[config.mk]
export PLATFORM = sky130hd
export DESIGN_NAME = esbp_ctrl
export DESIGN_NICKNAME = d
export VERILOG_FILES = /design/src/rtl/esbp_pkg.sv /design/src/rtl/esbp_ctrl.sv
export VERILOG_INCLUDE_DIRS = /design/src /design/src/rtl
export SDC_FILE = /design/constraint.sdc
export NUM_CORES = 1
export LEC_CHECK = 0
export BUFFER_PORTS_ARGS = -buffer_cell sky130_fd_sc_hd__buf_2
export CORE_AREA = 3 3 40 42
export DETAILED_ROUTE_END_ITERATION = 7
export DIE_AREA = 0 0 43 45
export HOLD_SLACK_MARGIN = 0.1
export PLACE_DENSITY_LB_ADDON = 0.05
export SETUP_SLACK_MARGIN = 0.4
export SYNTH_ARGS = -nofsm -noshare
export SYNTH_HDL_FRONTEND = slang
export SYNTH_SLANG_ARGS = --single-unit
[constraint.sdc]
create_clock -name clock -period 1.3 [get_ports clock]
set_input_delay 0 -clock clock [delete_from_list [all_inputs] [get_ports clock]]
set_output_delay 0 -clock clock [all_outputs]
set_load 0.01 [all_outputs]
[src/rtl/exact_size_block_pool_macros.svh]
// ---------------------------------------------------------------------------
// Assertion macros for the block pool.
// ---------------------------------------------------------------------------
`ifndef EXACT_SIZE_BLOCK_POOL_MACROS_SVH
`define EXACT_SIZE_BLOCK_POOL_MACROS_SVH

// Implication checked on every clock edge outside reset.
`define ESBP_ASSERT_IMPL(label, clk, rst, ante, cons) \
   label: assert property (@(posedge clk) disable iff (rst) (ante) |-> (cons)) \
      else $error("assertion failed");

// Next-cycle implication checked outside reset.
`define ESBP_ASSERT_NEXT(label, clk, rst, ante, cons) \
   label: assert property (@(posedge clk) disable iff (rst) (ante) |=> (cons)) \
      else $error("assertion failed");

`endif

[src/rtl/esbp_pkg.sv]
// ---------------------------------------------------------------------------
// esbp_pkg
// Types and constants shared by the block pool modules.
// ---------------------------------------------------------------------------
package esbp_pkg;

   localparam int MaxEntries   = 256;
   localparam int GranuleBytes = 64;
   localparam int IdxW         = (MaxEntries > 1) ? $clog2(MaxEntries) : 1;
   localparam int CntW         = $clog2(MaxEntries + 1);
   localparam int GranShift    = $clog2(GranuleBytes);
   localparam int GranW        = 33 - GranShift;

   typedef enum logic [1:0] {
      OP_ALLOC   = 2'd0,
      OP_RETURN  = 2'd1,
      OP_REISSUE = 2'd2,
      OP_FREE    = 2'd3
   } op_type;

   typedef enum logic [2:0] {
      ST_OK           = 3'd0,
      ST_NO_SPACE     = 3'd1,
      ST_UNKNOWN      = 3'd2,
      ST_NOT_HELD     = 3'd3,
      ST_ALREADY_HELD = 3'd4
   } status_type;

   typedef enum logic [2:0] {
      S_IDLE,
      S_READ,
      S_CHECK,
      S_CARVE,
      S_DONE
   } state_type;

   // Commands from the controller to the datapath.
   typedef struct packed {
      logic load;      // capture the request
      logic scan_clr;  // restart the scan index
      logic scan_inc;  // advance the scan index
      logic hit_upd;   // update the flags of the matched entry
      logic carve;     // write a new entry at the fill count
      logic finish;    // emit the result beat
      logic fail;      // no space, or no match for a lookup
   } ctrl_type;

   // Status from the datapath to the controller.
   typedef struct packed {
      logic quick;     // request finishes without a scan
      logic scan_end;  // scan index has reached the fill count
      logic hit;       // entry under test matches
      logic can_carve; // a carve fits
   } stat_type;

endpackage

[src/rtl/esbp_ctrl.sv]
// ---------------------------------------------------------------------------
// esbp_ctrl
// Sequencer for one request: read, test each entry, then carve or finish.
// ---------------------------------------------------------------------------
`include "exact_size_block_pool_macros.svh"
module esbp_ctrl (
   input  logic                clock,
   input  logic                reset,
   input  logic                start,
   output logic                busy,
   input  esbp_pkg::stat_type  stat,
   output esbp_pkg::ctrl_type  ctrl
);
   import esbp_pkg::*;

   state_type state_ff, state_in;

   // State register.
   always_ff @(posedge clock) begin
      if (reset) begin
         state_ff <= S_IDLE;
      end else begin
         state_ff <= state_in;
      end
   end

   // Next state.
   always_comb begin
      state_in = state_ff;
      case (state_ff)
         S_IDLE: begin
            if (start) begin
               state_in = S_READ;
            end
         end
         S_READ: begin
            if (stat.quick) begin
               state_in = S_DONE;
            end else if (stat.scan_end) begin
               state_in = S_CARVE;
            end else begin
               state_in = S_CHECK;
            end
         end
         S_CHECK: begin
            if (stat.hit) begin
               state_in = S_DONE;
            end else begin
               state_in = S_READ;
            end
         end
         S_CARVE: state_in = S_DONE;
         S_DONE:  state_in = S_IDLE;
         default: state_in = S_IDLE;
      endcase
   end

   // Outputs.
   always_comb begin
      ctrl = '0;
      busy = (state_ff != S_IDLE);
      case (state_ff)
         S_IDLE: begin
            ctrl.load     = start;
            ctrl.scan_clr = start;
         end
         S_CHECK: begin
            ctrl.hit_upd  = stat.hit;
            ctrl.scan_inc = !stat.hit;
         end
         S_CARVE: begin
            ctrl.carve = stat.can_carve;
            ctrl.fail  = !stat.can_carve;
         end
         S_DONE:  ctrl.finish = 1'b1;
         default: ctrl = '0;
      endcase
   end

   `ESBP_ASSERT_NEXT(a_done_idle, clock, reset, state_ff == S_DONE, state_ff == S_IDLE)
   `ESBP_ASSERT_IMPL(a_carve_once, clock, reset, ctrl.carve, !ctrl.hit_upd)
   `ESBP_ASSERT_NEXT(a_start_busy, clock, reset, start && !busy, busy)
endmodule

======== Word level (Yosys, flattened, before mapping) ========
Index checks and enable logic that the tools add are counted.
operators by class
  reduce and logical (&&, ||, !) cells .... 4
  eq/ne operators ......................... 5
  muxes and demuxes ....................... 10
operator list
  operator              count
  $pmux W3 S4           1
  $mux W3               3
  $eq A3 B2 Y1 const B  2
  $mux W1               4
  $mux W2               2
  $eq A3 B1 Y1 const B  1
  $eq A3 B3 Y1 const B  1
  $logic_not A3 Y1      1
  $reduce_bool A3 Y1    1
  $logic_not A1 Y1      2
  $ne A2 B2 Y1 const B  1
storage, ports and cells
  register bits ........................... 3
  logic and storage cells ................. 20
  bits of input ports ..................... 7

======== Longest topological paths before layout ========
Gate-level depths: netlist of run 1.
  depth in word-level cells ............... 3
  mapped depth ............................ 4

======== Worst setup path before layout of run 1 ========
No wires, ideal clock.
  path type ............................... flip-flop to output port
  start point ............................. reg state_ff[1]
  end point ............................... out ctrl[6] (netlist bit)
  path slack .............................. 0.063 ns
  data required time ...................... 1.300 ns
  path buffers ............................ 2
  stages on the path, launching flop included .. 5
  arrival time ............................ 1.237 ns
  cell sequence ........................... dfxtp_1 > buf_2 > or3_1 > nor2_1 > buf_4
RTL lines
  item                    line             RTL
  from (decl)             esbp_ctrl.sv:16  state_type state_ff, state_in;
  from (signal assigned)  esbp_ctrl.sv:23  state_ff <= state_in;
  to (decl)               esbp_ctrl.sv:12  output esbp_pkg::ctrl_type ctrl

==> impl_metrics.ini, run 1 <==
[placed_design]
gp_congestion = 0.692
placed_area_um2 = 279
port_buffers = 14

[global_route]
grt_remaining_overflow = 0
grt_pass1_vias = 262
grt_pass1_wl_um = 1030
gr-usage-all-layers_pct = 7.56
grt_max_degree = 7
antenna_found_initial = 0

[synthesis]
synth_seq_cells = 3
synthArstFlopShare_pct = 0
synth_most_common_cell = dfxtp_1
synthTopCellsByArea = dfxtp_1 30%, nor4b_1 8.7%, and4bb_1 6.2%
yosysWarnings = 0
synth_edf_count = 0
synth-seq-area-share_pct = 29.8
syn_area_per_cell_um2 = 8.39
synthCells = 24
synth_top_cell_area_share_pct = 29.8
syn_area_um2 = 201
ys.flop_type = dfxtp_1
yosysTopAreaCell = dfxtp_1
synth_nets = 31
synth_cell_types = 17

[setup_path]
worstPathMaxFanout = 3
start_kind = register
cp-end-kind = output port
critical_path_arrival_ps = 1190
path_class = register to output port
rr_worst_depth = 4
crit_required_ps = 1300

[clock_tree]
clockBufferDepth = 2
cts_buffers = 3
root_buffer = clkbuf_4
cts_tree = done
htreeDepth = 1
clk_pin_slew_worst_paths_ps = 40
cts.sinks = 3
clk_latency_ps = 240

[cells_and_area]
num_antenna_cells = 0
drive_gt1_share_pct = 68.9
largest_reg_flops = 3
regMostFlops = state_ff
fin_area_um2 = 407
syn_to_final_growth_pct = 102
layout.nets = 53
reg_top3 = state_ff: 3 flops

[sta]
finalMaxSlewViolations = 0
max_freq_mhz = 843
worst_clock_skew_ps = 2.68
setup_viol = 0
grt_setup_unrepaired = yes
setup_tns_ps = 0
worstMarginPinSlew_ps = 249
maxSlewHeadroom_pct = 83.3
fin_crit_sh_pct = 91.3
fin_crit_ps = 1190
final-hold-violation-count = 0

[power]
finalPower_uw = 385
power_density_mw_per_mm2 = 947
p_leak_uw = 0.000185
peakVddDrop_mv = 0.270

[run]
maxCapViolations = 0

[floorplan]
rows = 13
dieArea_mm2 = 0.00194
io_pins = 15
die_y_um = 45
die_w_um = 43
start_util_pct = 15.7
core_area_mm2 = 0.00128

[detailed_routing]
antenna_left = 0
drc = 0
viasPerCell = 4.33
drt_iter0_markers = 4
wl_um = 625
wl_per_cell_um = 10.4
vias = 260
drt_pass1_iterations = 4

[status]
status = finished clean

[hold_path]
min_path_type = primary input to register
hold_depth = 3
[power breakdown]
group	internal (µW)	total [µW]	switching, µW
clock	115	166	51.3
sequential	97.0	103	5.57
combinational	65.0	116	51.2
total	277	385	108
[cell families (layout without fill, tap and decap cells)]
group,after synthesis,after routing,share of synthesized area [%]
AO/OA/AOI/OAI,2,2,5.59
buffers and inverters,5,26,15.5
flip-flops,3,3,29.8
AND/OR/NAND/NOR,14,14,49.1
[through the flow]
stage | instances | utilization, % | hold slack, ps | setup WS [ps]
2_1_floorplan | 24 | - | 50.4 | 211
3_3_place_gp | 50 | 21.7 | 203 | 251
3_5_place_dp | 50 | 21.7 | 205 | 228
4_1_cts | 60 | 30.6 | 63.2 | 98.5
5_1_grt | 60 | 31.6 | 102 | 70.2
6_report | 60 | 31.6 | 76.0 | 114
[placed cells by master (no fill, tap or decap), types with 2 or more instances in the layout]
cell type	n
buf_2	12
clkbuf_4	3
buf_6	3
nor3_1	2
dfxtp_4	3
nor4_1	2
buf_4	4
[critical path, stage by stage (launching register included)]
cell and delay [ps]:
dfxtp_4 340, or3_4 400, nor2_4 110, buf_6 110
[path summary, 6_finish.rpt]
| path | end | startpoint | slack (ps) |
|---|---|---|---|
| setup / recovery | ctrl[5] | state_ff[2]$_SDFFE_PP0P_ | 110 |
| hold / removal | state_ff[1]$_SDFFE_PP0P_ | stat[3] | 80 |
| setup reg to reg | state_ff[2]$_SDFFE_PP0P_ | state_ff[2]$_SDFFE_PP0P_ | 210 |
| hold reg to reg | state_ff[1]$_SDFFE_PP0P_ | state_ff[2]$_SDFFE_PP0P_ | 580 |
[what timing repair did]
item | CTS | global route
pin swaps | 6 | 0
endpoints found under the hold margin | 3 | 0
setup endpoints to repair | 11 | 11
setup buffers | 5 | 0
hold buffers | 1 | 0
resized for setup | 12 | 2
[final cells by class]
type | instances | area [µm²]
well taps | 15 | 18.8
repair buffers | 20 | 134
flip-flops and latches | 3 | 71.3
clock buffers | 4 | 26.3
inverters | 2 | 7.51
fillers | 151 | 878
multi-input cells | 16 | 149
[metal layers]
layer | part of all wire, % | vias to the layer above | global-route usage, %
met5 | 0 | - | 0
met4 | 0 | 0 | 7.23
met3 | 8.5 | 0 | 2.79
met2 | 51 | 12 | 12.9
met1 | 40 | 115 | 6.95
li1 | - | 133 | -
(Power assumes the default switching activity.)
==> inputs of run 2 (changes only) <==
--- a/config.mk
+++ b/config.mk
@@ -7,9 +7,9 @@
 export NUM_CORES = 1
 export LEC_CHECK = 0
 export BUFFER_PORTS_ARGS = -buffer_cell sky130_fd_sc_hd__buf_2
-export CORE_AREA = 3 3 40 42
+export CORE_AREA = 8 8 45 47
 export DETAILED_ROUTE_END_ITERATION = 7
-export DIE_AREA = 0 0 43 45
+export DIE_AREA = 0 0 53 55
 export HOLD_SLACK_MARGIN = 0.1
 export PLACE_DENSITY_LB_ADDON = 0.05
 export SETUP_SLACK_MARGIN = 0.4
==> constraint.sdc (replaced) <==
create_clock -name clock -period 1.2 [get_ports clock]
set_input_delay 0 -clock clock [delete_from_list [all_inputs] [get_ports clock]]
set_output_delay 0 -clock clock [all_outputs]
set_load 0.01 [all_outputs]
==> run 2 against run 1 <==
Compared with the run above: cell area increased by 15%; worst hold slack improved by 1.3 ps; die area increased by 51%; clock power increased by 8%; setup slack got worse by 98 ps; final cell count increased by 5.0%; wire length increased by 27%; sequential share of layout area decreased by 2.3 points; non-clock buffer count increased by 2; utilization increased by 2.1 points; total power increased by 14%; global-route usage decreased by 1.6 points.
==> impl_metrics.ini, run 2 (synthesis gave the netlist of run 1 again) <==
[cells_and_area]
num_antenna_cells = 0
syn_to_final_growth_pct = 132
layout.nets = 55
final_common_cell = buf_2
layout_common_cells = 12 x buf_2, 5 x buf_4, 4 x buf_6, 3 x clkbuf_4, 3 x dfxtp_4
reg_top3 = state_ff: 3 flops
drive_gt1_share_pct = 78.7
fin_area_um2 = 467
largest_reg_flops = 3
regMostFlops = state_ff

[placed_design]
port_buffers = 14
gp_congestion = 0.697
dpl.hpwl_um = 535
placed_area_um2 = 307

[floorplan]
start_util_pct = 14.6
core_area_mm2 = 0.00138
dieArea_mm2 = 0.00292
io_pins = 15
die_w_um = 53
rows = 14
die_y_um = 55

[setup_path]
critical_path_arrival_ps = 1180
crit_required_ps = 1200
start_kind = register
cp-end-kind = output port
worstPathMaxFanout = 3
path_class = register to output port
rr_worst_depth = 3

[hold_path]
min_path_type = primary input to register
hold_depth = 3

[power]
netSwitchingPower_uw = 128
internal_power_uw = 312
pwr-share-seq_pct = 25.6
power_density_mw_per_mm2 = 943
switching_share_pct = 29.0
clockPowerShare_pct = 40.8
peakVddDrop_mv = 0.273
p_leak_uw = 0.000209
combinationalPowerShare_pct = 33.6

[clock_tree]
holdBufCountCts = 1
cts_tree = done
cts_buffers = 3
clk_latency_ps = 230
root_buffer = clkbuf_4
clk_pin_slew_worst_paths_ps = 40
htreeDepth = 1
clockBufferDepth = 2
cts.sinks = 3

[status]
status = finished clean

[detailed_routing]
wl_um = 796
vias = 271
drt_pass1_iterations = 1
drc = 0
antenna_left = 0
viasPerCell = 4.30
wl_per_cell_um = 12.6
drt_iter0_markers = 0

[sta]
worstMarginPinSlew_ps = 334
final-hold-violation-count = 0
fin_crit_sh_pct = 98.7
finalMaxSlewViolations = 0
worst_clock_skew_ps = 2.50
grt_setup_unrepaired = yes
maxSlewHeadroom_pct = 77.6
hold-worst-slack_ps = 77.3
fin_crit_ps = 1180
max_freq_mhz = 844
setup_viol = 0

[global_route]
grt_pass1_wl_um = 1280
gr-usage-all-layers_pct = 5.95
grt_remaining_overflow = 0
grt_pass1_vias = 310
antenna_found_initial = 0
grt_max_degree = 6

[run]
maxCapViolations = 0
## run 2: per-layer routing
layer,share of wire [%],up-vias,global-route usage (%)
li1,-,136,-
met3,9.9,0,3.21
met2,51,10,11.1
met1,39,125,4.70
met5,0,-,0
met4,0,0,3.88
## run 2: area by class of cell
type / instances / area, µm²
Clock buffer: 4 / 26.3
Fill cell: 149 / 917
Inverter: 2 / 10.0
Multi-Input combinational cell: 16 / 186
Sequential cell: 3 / 71.3
Tap cell: 16 / 20.0
Timing Repair Buffer: 22 / 153
## run 2: stage by stage
stage          instances  worst slack, ps  power [µW]  util (%)  setup TNS, ps
3_3_place_gp          53              149         215      22.2              0
3_5_place_dp          53              155         213      22.2              0
6_report              63             15.8         440      33.7              0
4_1_cts               63             3.48         427      30.9              0
5_1_grt               63            -19.3         467      33.7          -38.0
2_1_floorplan         24              111         187         -              0
## run 2: worst paths after layout
check                                              start                  endpoint  slack (ps)
worst min register to register  state_ff[0]$_SDFFE_PP0P_  state_ff[1]$_SDFFE_PP0P_         670
worst min-delay path                             stat[3]  state_ff[1]$_SDFFE_PP0P_          80
worst max-delay path            state_ff[2]$_SDFFE_PP0P_                   ctrl[5]          20
worst max register to register  state_ff[1]$_SDFFE_PP0P_  state_ff[1]$_SDFFE_PP0P_         130
## run 2: power groups by stage
stage,logic (µW),registers [µW],clock network (µW)
4_1_cts,130,112,184
3_5_place_dp,93.2,120,0
6_report,148,113,179
5_1_grt,158,114,195
2_1_floorplan,74.8,112,0
3_3_place_gp,93.6,121,0
## run 2: worst max-delay path: stages (launching register included)
cell and delay, ps:
dfxtp_4 340, or3_4 400, nor2_4 110, buf_6 110
## run 2: repair_timing
action,in CTS,in global routing
pin swaps,8,4
gates resized for setup,14,6
endpoints found under the hold margin,3,1
endpoints found under the setup margin,11,11
buffers inserted,5,0
==> inputs of run 3 (changes only) <==
==> constraint.sdc (replaced) <==
create_clock -name clock -period 1 [get_ports clock]
set_input_delay 0 -clock clock [delete_from_list [all_inputs] [get_ports clock]]
set_output_delay 0 -clock clock [all_outputs]
set_load 0.01 [all_outputs]
==> run 3 against run 2 <==
Compared with the run above: the flow now finishes with violations (negative setup slack); setup slack worse by 210 ps; die area unchanged; worst hold slack worse by 57 ps; critical path depth unchanged; sequential power up 21%; final cell count up 9.5%; critical path type unchanged; largest cell class unchanged.
==> impl_metrics.ini, run 3 (synthesis gave the netlist of run 1 again) <==
[sta]
fin_crit_sh_pct = 120
finalMaxSlewViolations = 0
worstMarginPinSlew_ps = 307
setup_tns_ps = -1010
setup_viol = 10
final-hold-violation-count = 0
max_freq_mhz = 837
grt_setup_unrepaired = yes
worst_clock_skew_ps = 0.982
fin_crit_ps = 1200
fin_ws_ps = -195
maxSlewHeadroom_pct = 79.4

[floorplan]
die_y_um = 55
io_pins = 15
die_w_um = 53
start_util_pct = 14.6
rows = 14
dieArea_mm2 = 0.00292
core_area_mm2 = 0.00138

[setup_path]
cpMaxStageDelayCell = or3_4
start_kind = register
slowest_delay_ps = 400
path_cells = or3_4 -> nor2_4 -> buf_6
path_class = register to output port
crit_required_ps = 1000
cp-end-kind = output port
worstPathMaxFanout = 4
path_buf_inv = 1
critical_path_arrival_ps = 1200
cpLargestDelayFamily = simple AND/OR/NAND/NOR gates

[cells_and_area]
fillers = 154
syn_to_final_growth_pct = 180
regMostFlops = state_ff
multi_input_area_um2 = 219
reg_top3 = state_ff: 3 flops
regArea_um2 = 71.3
layout_common_cells = 11 x buf_2, 9 x buf_6, 8 x buf_4, 3 x clkbuf_4, 3 x dfxtp_4
largest_reg_flops = 3
layout.nets = 61
num_antenna_cells = 0
final_common_cell = buf_2
finalNonFillerCells = 69
fin_area_um2 = 563
drive_gt1_share_pct = 88.7

[hold_path]
min_path_type = primary input to register

[placed_design]
placedCellCount = 57
dpl.hpwl_um = 590
gp_congestion = 0.770
placed_area_um2 = 338
post-place-ws_ps = -15.1
port_buffers = 14

[clock_tree]
clockBufferDepth = 2
clk_pin_slew_worst_paths_ps = 40
root_buffer = clkbuf_4
clk_latency_ps = 240
htreeDepth = 1
cts_tree = done
cts_buffers = 3
cts.sinks = 3

[detailed_routing]
vias = 309
antenna_left = 0
wl_per_cell_um = 13.7
viasPerCell = 4.48
drt_iter0_markers = 5
drt_pass1_iterations = 3
wl_um = 942
drc = 0

[status]
violations = negative setup slack
status = finished, violations left

[power]
power_density_mw_per_mm2 = 1020
p_leak_uw = 0.000246
peakVddDrop_mv = 0.494
finalPower_uw = 576

[global_route]
gr-usage-all-layers_pct = 7.26
grt_max_degree = 7
antenna_found_initial = 0
grt_pass1_wl_um = 1540
grt_pass1_vias = 345
grt_remaining_overflow = 0

[run]
maxCapViolations = 0
==> run 3: final cells by class <==
type                    count  share of cell area, %
repair buffers             28                   38.4
well taps                  16                   3.56
flip-flops and latches      3                   12.7
multi-input cells          16                   38.9
clock buffers               4                   4.67
inverters                   2                   1.78
==> run 3: metrics by stage <==
| step | utilization (%) | hold WS, ps |
|---|---|---|
| after CTS | 34.7 | -28.3 |
| final | 40.7 | 20.8 |
| after global placement | 24.4 | 205 |
| after floorplan | - | 35.2 |
| after global routing | 40.7 | 10.7 |
| after detailed placement | 24.4 | 205 |
==> run 3: worst paths after layout <==
| kind | start | endpoint | slack (ps) | depth (start not counted) |
|---|---|---|---|---|
| setup / recovery | state_ff[0]$_SDFFE_PP0P_ | ctrl[5] | -200 | 3 |
| hold reg to reg | state_ff[2]$_SDFFE_PP0P_ | state_ff[2]$_SDFFE_PP0P_ | 560 | 2 |
| setup reg to reg | state_ff[1]$_SDFFE_PP0P_ | state_ff[0]$_SDFFE_PP0P_ | -30 | 4 |
| hold / removal | reset | state_ff[0]$_SDFFE_PP0P_ | 20 | 2 |
==> run 3: power breakdown <==
| group | internal [µW] | total (µW) | leakage (µW) | switching (µW) |
|---|---|---|---|---|
| registers | 126 | 137 | 0.0000267 | 11.2 |
| clock network | 150 | 217 | 0.0000150 | 67.1 |
| logic | 126 | 222 | 0.000205 | 95.8 |
==> run 3: timing repair <==
| action | 4_1_cts | 5_1_grt |
|---|---|---|
| buffers inserted | 5 | 3 |
| endpoints found under the hold margin | 3 | 3 |
| gates resized for setup | 20 | 10 |
| pin swaps | 10 | 5 |
| endpoints found under the setup margin | 11 | 11 |
==> run 3: per-layer routing <==
layer,GRT usage [%],share of wire (%),wire [µm]
met4,3.88,2.7,25
met5,0,0,0
met2,12.7,52,487
met3,3.74,9.8,92
met1,6.82,36,336
